[src/rtl/spcd_pkg.sv]
package spcd_pkg;

    // Width of the distance and clearance results, unsigned Q13.8.
    localparam int OUT_BITS = 21;

    typedef logic [OUT_BITS-1:0] out_word_t;

    // Largest result value; distances above it saturate here.
    localparam out_word_t OUT_MAX = '1;

endpackage

[src/rtl/sphere_pair_clearance_distance.sv]
// Sphere pair clearance distance, fully pipelined.
//
// The item channel (item_valid, item_stall) carries two spheres: signed
// centers first_x..first_z and second_x..second_z, and unsigned radii
// first_radius and second_radius, all with the same fraction bits. Each
// transfer yields exactly one transfer on the result channel (result_valid,
// result_stall) with center_distance, clearance and overlapping.
// The pipeline has COORD_BITS + 5 register stages: one for the coordinate
// differences, one for the squares, one for the sum, one per root bit of
// the square root (COORD_BITS + 1 stages, each a single wide compare and
// subtract), and one for the clearance and saturation.
// One item can be taken in every cycle while item_stall is low. When the
// receiver raises result_stall, the result register holds and stages fill
// up behind it; item_stall rises only once every stage holds a live item.
// The planar_mode register is written through config_write and config_data;
// the user must write it only while the block is idle, which the block itself
// does not enforce. Reset clears planar_mode and all valid bits.
module sphere_pair_clearance_distance #(
    parameter int COORD_BITS = 20
) (
    input  logic                         clk,
    input  logic                         rst_n,

    input  logic                         config_write,
    input  logic                         config_data,

    input  logic                         item_valid,
    output logic                         item_stall,
    input  logic signed [COORD_BITS-1:0] first_x,
    input  logic signed [COORD_BITS-1:0] first_y,
    input  logic signed [COORD_BITS-1:0] first_z,
    input  logic        [COORD_BITS-2:0] first_radius,
    input  logic signed [COORD_BITS-1:0] second_x,
    input  logic signed [COORD_BITS-1:0] second_y,
    input  logic signed [COORD_BITS-1:0] second_z,
    input  logic        [COORD_BITS-2:0] second_radius,

    output logic                         result_valid,
    input  logic                         result_stall,
    output spcd_pkg::out_word_t          center_distance,
    output spcd_pkg::out_word_t          clearance,
    output logic                         overlapping
);
    import spcd_pkg::*;

    // A coordinate difference has magnitude below 2^COORD_BITS, so its
    // square fits in 2*COORD_BITS bits and three of them in two more bits.
    localparam int D_W    = COORD_BITS + 1;
    localparam int MAG_W  = COORD_BITS;
    localparam int SQ_W   = 2 * COORD_BITS;
    localparam int SUM_W  = 2 * COORD_BITS + 2;
    localparam int ROOT_W = COORD_BITS + 1;
    localparam int NSTAGE = ROOT_W + 4;
    localparam int EXT_W  = (ROOT_W > OUT_BITS) ? ROOT_W : OUT_BITS;

    logic planar_mode_reg;

    logic [NSTAGE-1:0] valid_reg;
    logic [NSTAGE-1:0] stage_ready;

    logic [MAG_W-1:0]  mag_x_reg, mag_y_reg, mag_z_reg;
    logic [SQ_W-1:0]   sq_x_reg, sq_y_reg, sq_z_reg;
    logic [SUM_W-1:0]  rem_reg  [ROOT_W+1];
    logic [ROOT_W-1:0] root_reg [ROOT_W+1];
    logic [MAG_W-1:0]  rsum_reg [NSTAGE-1];

    out_word_t center_distance_reg;
    out_word_t clearance_reg;
    logic      overlapping_reg;

    // Configuration register.
    always_ff @(posedge clk or negedge rst_n)
    begin
        if (!rst_n)
        begin
            planar_mode_reg <= 1'b0;
        end
        else if (config_write)
        begin
            planar_mode_reg <= config_data;
        end
    end

    // A stage loads when it is empty or its content moves on in the same
    // cycle, so bubbles are squeezed out behind a stalled result.
    assign stage_ready[NSTAGE-1] = !valid_reg[NSTAGE-1] || !result_stall;

    genvar g;
    generate
        for (g = 0; g < NSTAGE - 1; g++)
        begin : g_ready
            assign stage_ready[g] = !valid_reg[g] || stage_ready[g+1];
        end
    endgenerate

    assign item_stall = !stage_ready[0];

    always_ff @(posedge clk or negedge rst_n)
    begin
        if (!rst_n)
        begin
            valid_reg <= '0;
        end
        else
        begin
            if (stage_ready[0])
            begin
                valid_reg[0] <= item_valid;
            end
            for (int k = 1; k < NSTAGE; k++)
            begin
                if (stage_ready[k])
                begin
                    valid_reg[k] <= valid_reg[k-1];
                end
            end
        end
    end

    // Stage 0: coordinate differences and their magnitudes. In planar mode
    // the z difference is forced to zero.
    logic signed [D_W-1:0] dx, dy, dz;
    logic [MAG_W-1:0]      mag_x_next, mag_y_next, mag_z_next;
    logic [MAG_W-1:0]      rsum_next;

    always_comb
    begin
        dx = D_W'(first_x) - D_W'(second_x);
        dy = D_W'(first_y) - D_W'(second_y);
        dz = D_W'(first_z) - D_W'(second_z);
        mag_x_next = dx[D_W-1] ? MAG_W'(-dx) : MAG_W'(dx);
        mag_y_next = dy[D_W-1] ? MAG_W'(-dy) : MAG_W'(dy);
        mag_z_next = dz[D_W-1] ? MAG_W'(-dz) : MAG_W'(dz);
        if (planar_mode_reg)
        begin
            mag_z_next = '0;
        end
        rsum_next = MAG_W'(first_radius) + MAG_W'(second_radius);
    end

    always_ff @(posedge clk)
    begin
        if (stage_ready[0])
        begin
            mag_x_reg   <= mag_x_next;
            mag_y_reg   <= mag_y_next;
            mag_z_reg   <= mag_z_next;
            rsum_reg[0] <= rsum_next;
        end
    end

    // Stage 1: squares. Stage 2: their sum, which seeds the root search.
    always_ff @(posedge clk)
    begin
        if (stage_ready[1])
        begin
            sq_x_reg    <= SQ_W'(mag_x_reg) * SQ_W'(mag_x_reg);
            sq_y_reg    <= SQ_W'(mag_y_reg) * SQ_W'(mag_y_reg);
            sq_z_reg    <= SQ_W'(mag_z_reg) * SQ_W'(mag_z_reg);
            rsum_reg[1] <= rsum_reg[0];
        end
        if (stage_ready[2])
        begin
            rem_reg[0]  <= SUM_W'(sq_x_reg) + SUM_W'(sq_y_reg) + SUM_W'(sq_z_reg);
            root_reg[0] <= '0;
            rsum_reg[2] <= rsum_reg[1];
        end
    end

    // Square root, one result bit per stage from the top. With the upper
    // root bits r already settled and rem = sum - r^2, setting bit b adds
    // (r << (b+1)) + 4^b to the square; the bit is kept when that fits.
    generate
        for (g = 0; g < ROOT_W; g++)
        begin : g_root
            localparam int BIT = ROOT_W - 1 - g;
            logic [SUM_W-1:0] trial;
            logic             fits;

            assign trial = (SUM_W'(root_reg[g]) << (BIT + 1)) + (SUM_W'(1) << (2 * BIT));
            assign fits  = (rem_reg[g] >= trial);

            always_ff @(posedge clk)
            begin
                if (stage_ready[3+g])
                begin
                    rem_reg[g+1]  <= fits ? (rem_reg[g] - trial) : rem_reg[g];
                    root_reg[g+1] <= fits ? (root_reg[g] | (ROOT_W'(1) << BIT))
                                          : root_reg[g];
                    rsum_reg[3+g] <= rsum_reg[2+g];
                end
            end
        end
    endgenerate

    // Last stage: clearance from the floored distance, then saturation of
    // both values to the result width.
    logic [ROOT_W-1:0] root_dist;
    logic [ROOT_W-1:0] rsum_wide;
    logic [ROOT_W-1:0] clr;
    logic [EXT_W-1:0]  dist_ext, clr_ext;
    out_word_t         dist_sat, clr_sat;

    always_comb
    begin
        root_dist = root_reg[ROOT_W];
        rsum_wide = ROOT_W'(rsum_reg[NSTAGE-2]);
        clr       = (root_dist > rsum_wide) ? (root_dist - rsum_wide) : '0;
        dist_ext  = EXT_W'(root_dist);
        clr_ext   = EXT_W'(clr);
        dist_sat  = (dist_ext > EXT_W'(OUT_MAX)) ? OUT_MAX : OUT_BITS'(dist_ext);
        clr_sat   = (clr_ext > EXT_W'(OUT_MAX)) ? OUT_MAX : OUT_BITS'(clr_ext);
    end

    always_ff @(posedge clk)
    begin
        if (stage_ready[NSTAGE-1])
        begin
            center_distance_reg <= dist_sat;
            clearance_reg       <= clr_sat;
            overlapping_reg     <= (clr == '0);
        end
    end

    assign result_valid    = valid_reg[NSTAGE-1];
    assign center_distance = center_distance_reg;
    assign clearance       = clearance_reg;
    assign overlapping     = overlapping_reg;

endmodule

[config.mk]
export PLATFORM = sky130hd
export DESIGN_NAME = sphere_pair_clearance_distance
export DESIGN_NICKNAME = d
export VERILOG_FILES = /design/src/rtl/spcd_pkg.sv /design/src/rtl/sphere_pair_clearance_distance.sv
export SDC_FILE = /design/constraint.sdc
export NUM_CORES = 2
export LEC_CHECK = 0
export ABC_AREA = 1
export BUFFER_PORTS_ARGS = -buffer_cell sky130_fd_sc_hd__buf_2
export CAP_MARGIN = 20
export CORE_ASPECT_RATIO = 1.75
export CORE_MARGIN = 2
export CORE_UTILIZATION = 35
export DETAILED_ROUTE_END_ITERATION = 8
export SKIP_LAST_GASP = 1
export SLEW_MARGIN = 15
export SYNTH_ARGS = -nofsm -noshare
export SYNTH_HDL_FRONTEND = slang
export SYNTH_SLANG_ARGS = --single-unit
[constraint.sdc]
create_clock -name clk -period 26.8 [get_ports clk]
set_input_delay 5.36 -clock clk [delete_from_list [all_inputs] [get_ports clk]]
set_output_delay 5.36 -clock clk [all_outputs]
set_load 0.005 [all_outputs]
# Word level (Yosys, flattened, before mapping)
# Memory sizes are Yosys's and may differ from the RTL's.
# Index checks and enable logic that the tools add are counted.
# word_totals
mem_bits_ro	0
latchBits	0
input_bits	164
ff_bits	249
mem_count	3
mem_bits_rw	1866
wordCells	264
out_inout_bits	45
# mem_list
memory	depth	word_bits	read_ports	rd_clocked_by_memory_dff	write_ports	line	source
rem_reg	22	42	21	0	22	sphere_pair_clearance_distance.sv:63	logic [SUM_W-1:0] rem_reg [ROOT_W+1];
rsum_reg	24	20	24	0	24	sphere_pair_clearance_distance.sv:65	logic [MAG_W-1:0] rsum_reg [NSTAGE-1];
root_reg	22	21	22	0	22	sphere_pair_clearance_distance.sv:64	logic [ROOT_W-1:0] root_reg [ROOT_W+1];
# classes
mul	3
order_cmp	24
reduce_logical	53
n_mux	94
shifts	0
bitwise_logic	0
div_mod_pow	0
add_sub_neg	52
eq_ne	0
# op_table
cell	n
$mux W42	21
$mul A20 B20 Y40	3
$ge A42 B42 Y1	2
$sub A42 B42 Y42	2
$mux W20	4
$sub A20 B20 Y21	3
$neg A20 Y20	3
$mux W1	49
$add A41 B39 Y42 const B	1
$add A41 B40 Y42	1
$add A42 B41 Y42 const B	1
$ge A42 B23 Y1	1
$ge A42 B24 Y1	1
$ge A42 B25 Y1	1
$ge A42 B26 Y1	1
$ge A42 B27 Y1	1
$ge A42 B28 Y1	1
$ge A42 B29 Y1	1
$ge A42 B30 Y1	1
$ge A42 B31 Y1	1
$ge A42 B32 Y1	1
$ge A42 B33 Y1	1
$ge A42 B34 Y1	1
$ge A42 B35 Y1	1
71 further kinds	123

# Longest topological paths before layout
# logic_depth
ltp_word	28
mapped_depth	31
mapped_depth_nobuf	30

# Least setup slack after synthesis
# Ideal clock, no wire load.
# synth_path
path_kind	input -> output
from	input result_stall
to	output item_stall
t_arrival_ns	15.666
path_slack_ns	5.774
path_stages	14
required_ns	21.440
path_cell_list	nand2_2 nor2_4 nand4_2 nor2_4 nand4_4 nor2_4 nand4_2 nor2_4 nand4_4 nor2_4 nand4_2 nor2_4 nand4_2 inv_1
# synth_between
elab_chain_len	27
# synth_lines
item	line	source
start, declared	sphere_pair_clearance_distance.sv:39	input logic result_stall,
$logic_not A1 Y1	sphere_pair_clearance_distance.sv:86	assign stage_ready[NSTAGE-1] = !valid_reg[NSTAGE-1] || !result_stall;
$logic_or A1 B1 Y1	sphere_pair_clearance_distance.sv:86	
$logic_or A1 B1 Y1 (4 in series)	sphere_pair_clearance_distance.sv:92	assign stage_ready[g] = !valid_reg[g] || stage_ready[g+1];
via stage_ready[20]	sphere_pair_clearance_distance.sv:59	logic [NSTAGE-1:0] stage_ready;
$logic_or A1 B1 Y1 (4 in series)	sphere_pair_clearance_distance.sv:92	
via stage_ready[16]	sphere_pair_clearance_distance.sv:59	
$logic_or A1 B1 Y1 (4 in series)	sphere_pair_clearance_distance.sv:92	
via stage_ready[12]	sphere_pair_clearance_distance.sv:59	
$logic_or A1 B1 Y1 (4 in series)	sphere_pair_clearance_distance.sv:92	
via stage_ready[8]	sphere_pair_clearance_distance.sv:59	
$logic_or A1 B1 Y1 (4 in series)	sphere_pair_clearance_distance.sv:92	
via stage_ready[4]	sphere_pair_clearance_distance.sv:59	
$logic_or A1 B1 Y1 (4 in series)	sphere_pair_clearance_distance.sv:92	
$logic_not A1 Y1	sphere_pair_clearance_distance.sv:96	assign item_stall = !stage_ready[0];
end, declared	sphere_pair_clearance_distance.sv:28	output logic item_stall,
# The timed path passes the listed nets, and every way through them passes these cells.

# Worst setup path after layout
# layout_path
from	input result_stall
to	output item_stall
# layout_between
elab_chain_len	27
# layout_lines
item	line
$logic_not A1 Y1	sphere_pair_clearance_distance.sv:86
$logic_or A1 B1 Y1	sphere_pair_clearance_distance.sv:86
via stage_ready[24]	sphere_pair_clearance_distance.sv:59
$logic_or A1 B1 Y1 (4 in series)	sphere_pair_clearance_distance.sv:92
via stage_ready[20]	sphere_pair_clearance_distance.sv:59
$logic_or A1 B1 Y1 (4 in series)	sphere_pair_clearance_distance.sv:92
via stage_ready[16]	sphere_pair_clearance_distance.sv:59
$logic_or A1 B1 Y1 (4 in series)	sphere_pair_clearance_distance.sv:92
via stage_ready[12]	sphere_pair_clearance_distance.sv:59
$logic_or A1 B1 Y1 (4 in series)	sphere_pair_clearance_distance.sv:92
via stage_ready[8]	sphere_pair_clearance_distance.sv:59
$logic_or A1 B1 Y1 (4 in series)	sphere_pair_clearance_distance.sv:92
via stage_ready[4]	sphere_pair_clearance_distance.sv:59
$logic_or A1 B1 Y1 (4 in series)	sphere_pair_clearance_distance.sv:92
$logic_not A1 Y1	sphere_pair_clearance_distance.sv:96
# The timed path passes the listed nets, and every way through them passes these cells.

==> results_dict.tcl <==
set metrics [dict create \
    start_kind "primary input" \
    setup_tns_ns 0 \
    wl_per_cell_um 17.3 \
    maxCapViolations 0 \
    synth_flop_cell "edfxtp_1" \
    critPathMaxFanout 45 \
    clockBufferDepth 4 \
    cts_buffers 186 \
    final_layout_size_suffix_gt1_share_pct 6.10 \
    place_hpwl_um 231000 \
    cts_tree "yes" \
    cts_resized 0 \
    drtPass1Iterations 7 \
    dieArea_sq_mm 0.349 \
    cts_hold_buf 0 \
    rows 284 \
    cp.arrival_ns 9.50 \
    vias 77500 \
    yosysTopAreaCell "edfxtp_1" \
    clkTransAtPathRegs_ns 0.06 \
    yosysMostFrequentCell "inv_1" \
    hold_viol 0 \
    start_util_pct 35.2 \
    routabilityCongestion 0.943 \
    root_buffer "clkbuf_16" \
    hp-class "register to register" \
    worst_pin_slew_ns 1.17 \
    layout.nets 13500 \
    synth_area_sq_mm 0.120 \
    grt_pass1_vias 83400 \
    drt_wl_total_um 283000 \
    fin_crit_sh_pct 55.4 \
    synth-edff-count 1813 \
    grt_use_met3_pct 1.63 \
    synthArstFlopShare_pct 1.41 \
    htreeDepth 4 \
    synth_seq_cells 1839 \
    drt_first_iter_violations 2889 \
    die-height_um 780 \
    area_delta_synth_final_pct 10.4 \
    portBuffers 208 \
    dieWidth_um 447 \
    synthCells 11400 \
    layout_setup_ws_ns 11.94 \
    grt_use_total_pct 16.3 \
    synthTopCellsByArea "edfxtp_1, fa_1, ha_1" \
    status "finished, final reports clean" \
    cp-end-kind "primary output" \
    syn_area_per_cell_sq_um 10.6 \
    largest_register_ffs 882 \
    synth_warnings 0 \
    ant_nets 0 \
    coreArea_sq_mm 0.342 \
    finalWorstPathRequiredPeriod_ns 14.86 \
    post_cts_buffers 0 \
    slew_viol_final 0 \
    finalSetupViolCount 0 \
    fmax_mhz 67.3 \
    skew_ns 0.119 \
    clk_latency_ns 0.90 \
    synthDistinctLibCells 85 \
    critPathKind "primary input to primary output" \
    synth_top_area_share_pct 45.2 \
    slew_headroom_pct 22.2 \
    use_met2_pct 34.7 \
    grt_max_degree 83 \
    busiest_layer "met2" \
    post-place-ws_ns 11.90 \
    grt_pass1_wl_um 440000 \
    fin_cells 16300 \
    rsz0062_at_grt "no" \
    yosys-top-cells-count "inv_1, edfxtp_1, nand2_1" \
    remaining_drc_errors 0 \
    io_pins 209 \
    ys_seq_area_share_pct 45.8 \
    overflow 0 \
    clock_sinks 1839 \
    met1_usage_pct 13.0 \
    dp.cells 16000 \
    critPathRequiredTime_ns 21.44 \
    viasPerCell 4.74 \
    antenna_found_initial 5 \
]
## critical path: stages
cell and delay (ns):
buf_2 0.08, nand2_2 0.04, buf_4 0.29, nor2_4 0.19, nand4_4 0.08, buf_4 0.29
nor2_4 0.21, nand4_4 0.21, nor2_4 0.25, nand4_4 0.21, nor2_4 0.19, nand4_4 0.22
nor2_4 0.21, nand4_4 0.09, buf_4 0.28, nor2_4 0.25, nand4_4 0.63, inv_1 0.18
buf_2 0.13
## final cells by class
type / instances / area [sq um]
fillers: 33200 / 209000
multi-input cells: 7022 / 56000
flip-flops and latches: 1839 / 55100
inverters: 2298 / 8630
well taps: 4576 / 5730
clock buffers: 228 / 4880
repair buffers: 274 / 1540
clock inverters: 102 / 1020
diodes: 4 / 10.0
## metrics by stage
stage | utilization (%) | cell area, sq um | hold slack, ns
finish | 38.8 | 133000 | 0.343
global route | 38.8 | 133000 | 0.367
CTS | 38.8 | 133000 | 0.336
detailed placement | 37.1 | 127000 | 0.405
global placement | 37.1 | 127000 | 0.400
floorplan | - | 120000 | 0.400
## path summary, 6_finish.rpt
path / to / slack [ns] / depth (start not counted) / start
max: item_stall / 11.94 / 19 / result_stall
min in group asynchronous: valid_reg[24] / 4.63 / 2 / rst_n
max in group asynchronous: valid_reg[5] / 21.56 / 2 / rst_n
max reg2reg: sq_y_reg[32] / 18.91 / 21 / mag_y_reg[7]
min: rem_reg[0][93] / 0.34 / 0 / rem_reg[0][51]
min reg2reg: rem_reg[0][93] / 0.34 / 0 / rem_reg[0][51]
## kinds of logic (layout without fill, tap and decap cells)
| family | after synthesis | after routing | synth area share (%) |
|---|---|---|---|
| buf+inv | 2491 | 2902 | 7.81 |
| compound gates | 1364 | 1364 | 6.44 |
| fa+ha+maj | 1724 | 1724 | 23.4 |
| flops | 1839 | 1839 | 45.8 |
| xor+xnor | 683 | 683 | 5.04 |
| other cells | 1 | 7 | 0.00312 |
| simple gates | 3248 | 3248 | 11.5 |
## per-layer routing
layer | vias up | part of all wire, %
met5 | - | 0.0028
met4 | 2 | 8.3
met3 | 867 | 2.5
met2 | 1455 | 60
met1 | 37500 | 29
li1 | 37700 | -
## placed cells by master, fill, tap and decap left out, types with 13 or more instances in the layout
cell type	synthesis	layout
o221ai_1	18	18
clkinv_1	1	28
o211ai_1	23	23
clkbuf_16	0	187
a21oi_1	584	584
o21bai_1	31	31
o21ai_2	16	16
o2111ai_1	14	14
nand2_1	1762	1756
nor2_1	734	734
fa_1	879	879
inv_1	2281	2271
xnor2_1	263	263
a21boi_0	16	16
xor2_1	412	412
o31ai_1	14	14
a211oi_1	19	19
bufinv_16	0	16
inv_2	14	23
o21a_1	32	32
edfxtp_1	1813	1813
o21ai_1	40	40
a31oi_1	55	55
nand3_1	236	235
ha_1	845	845
buf_4	4	65
o21ai_0	412	412
dfrtp_1	26	26
nand4_1	127	127
nor4_1	137	137
nor3_1	112	112
clkinv_2	0	28
clkinvlp_4	0	13
clkbuf_1	133	36
or2_2	38	38
buf_2	16	208
a21o_1	35	35
Power is not shown: default switching activity piles up to over one toggle a cycle in this logic, so the estimate is an artifact.
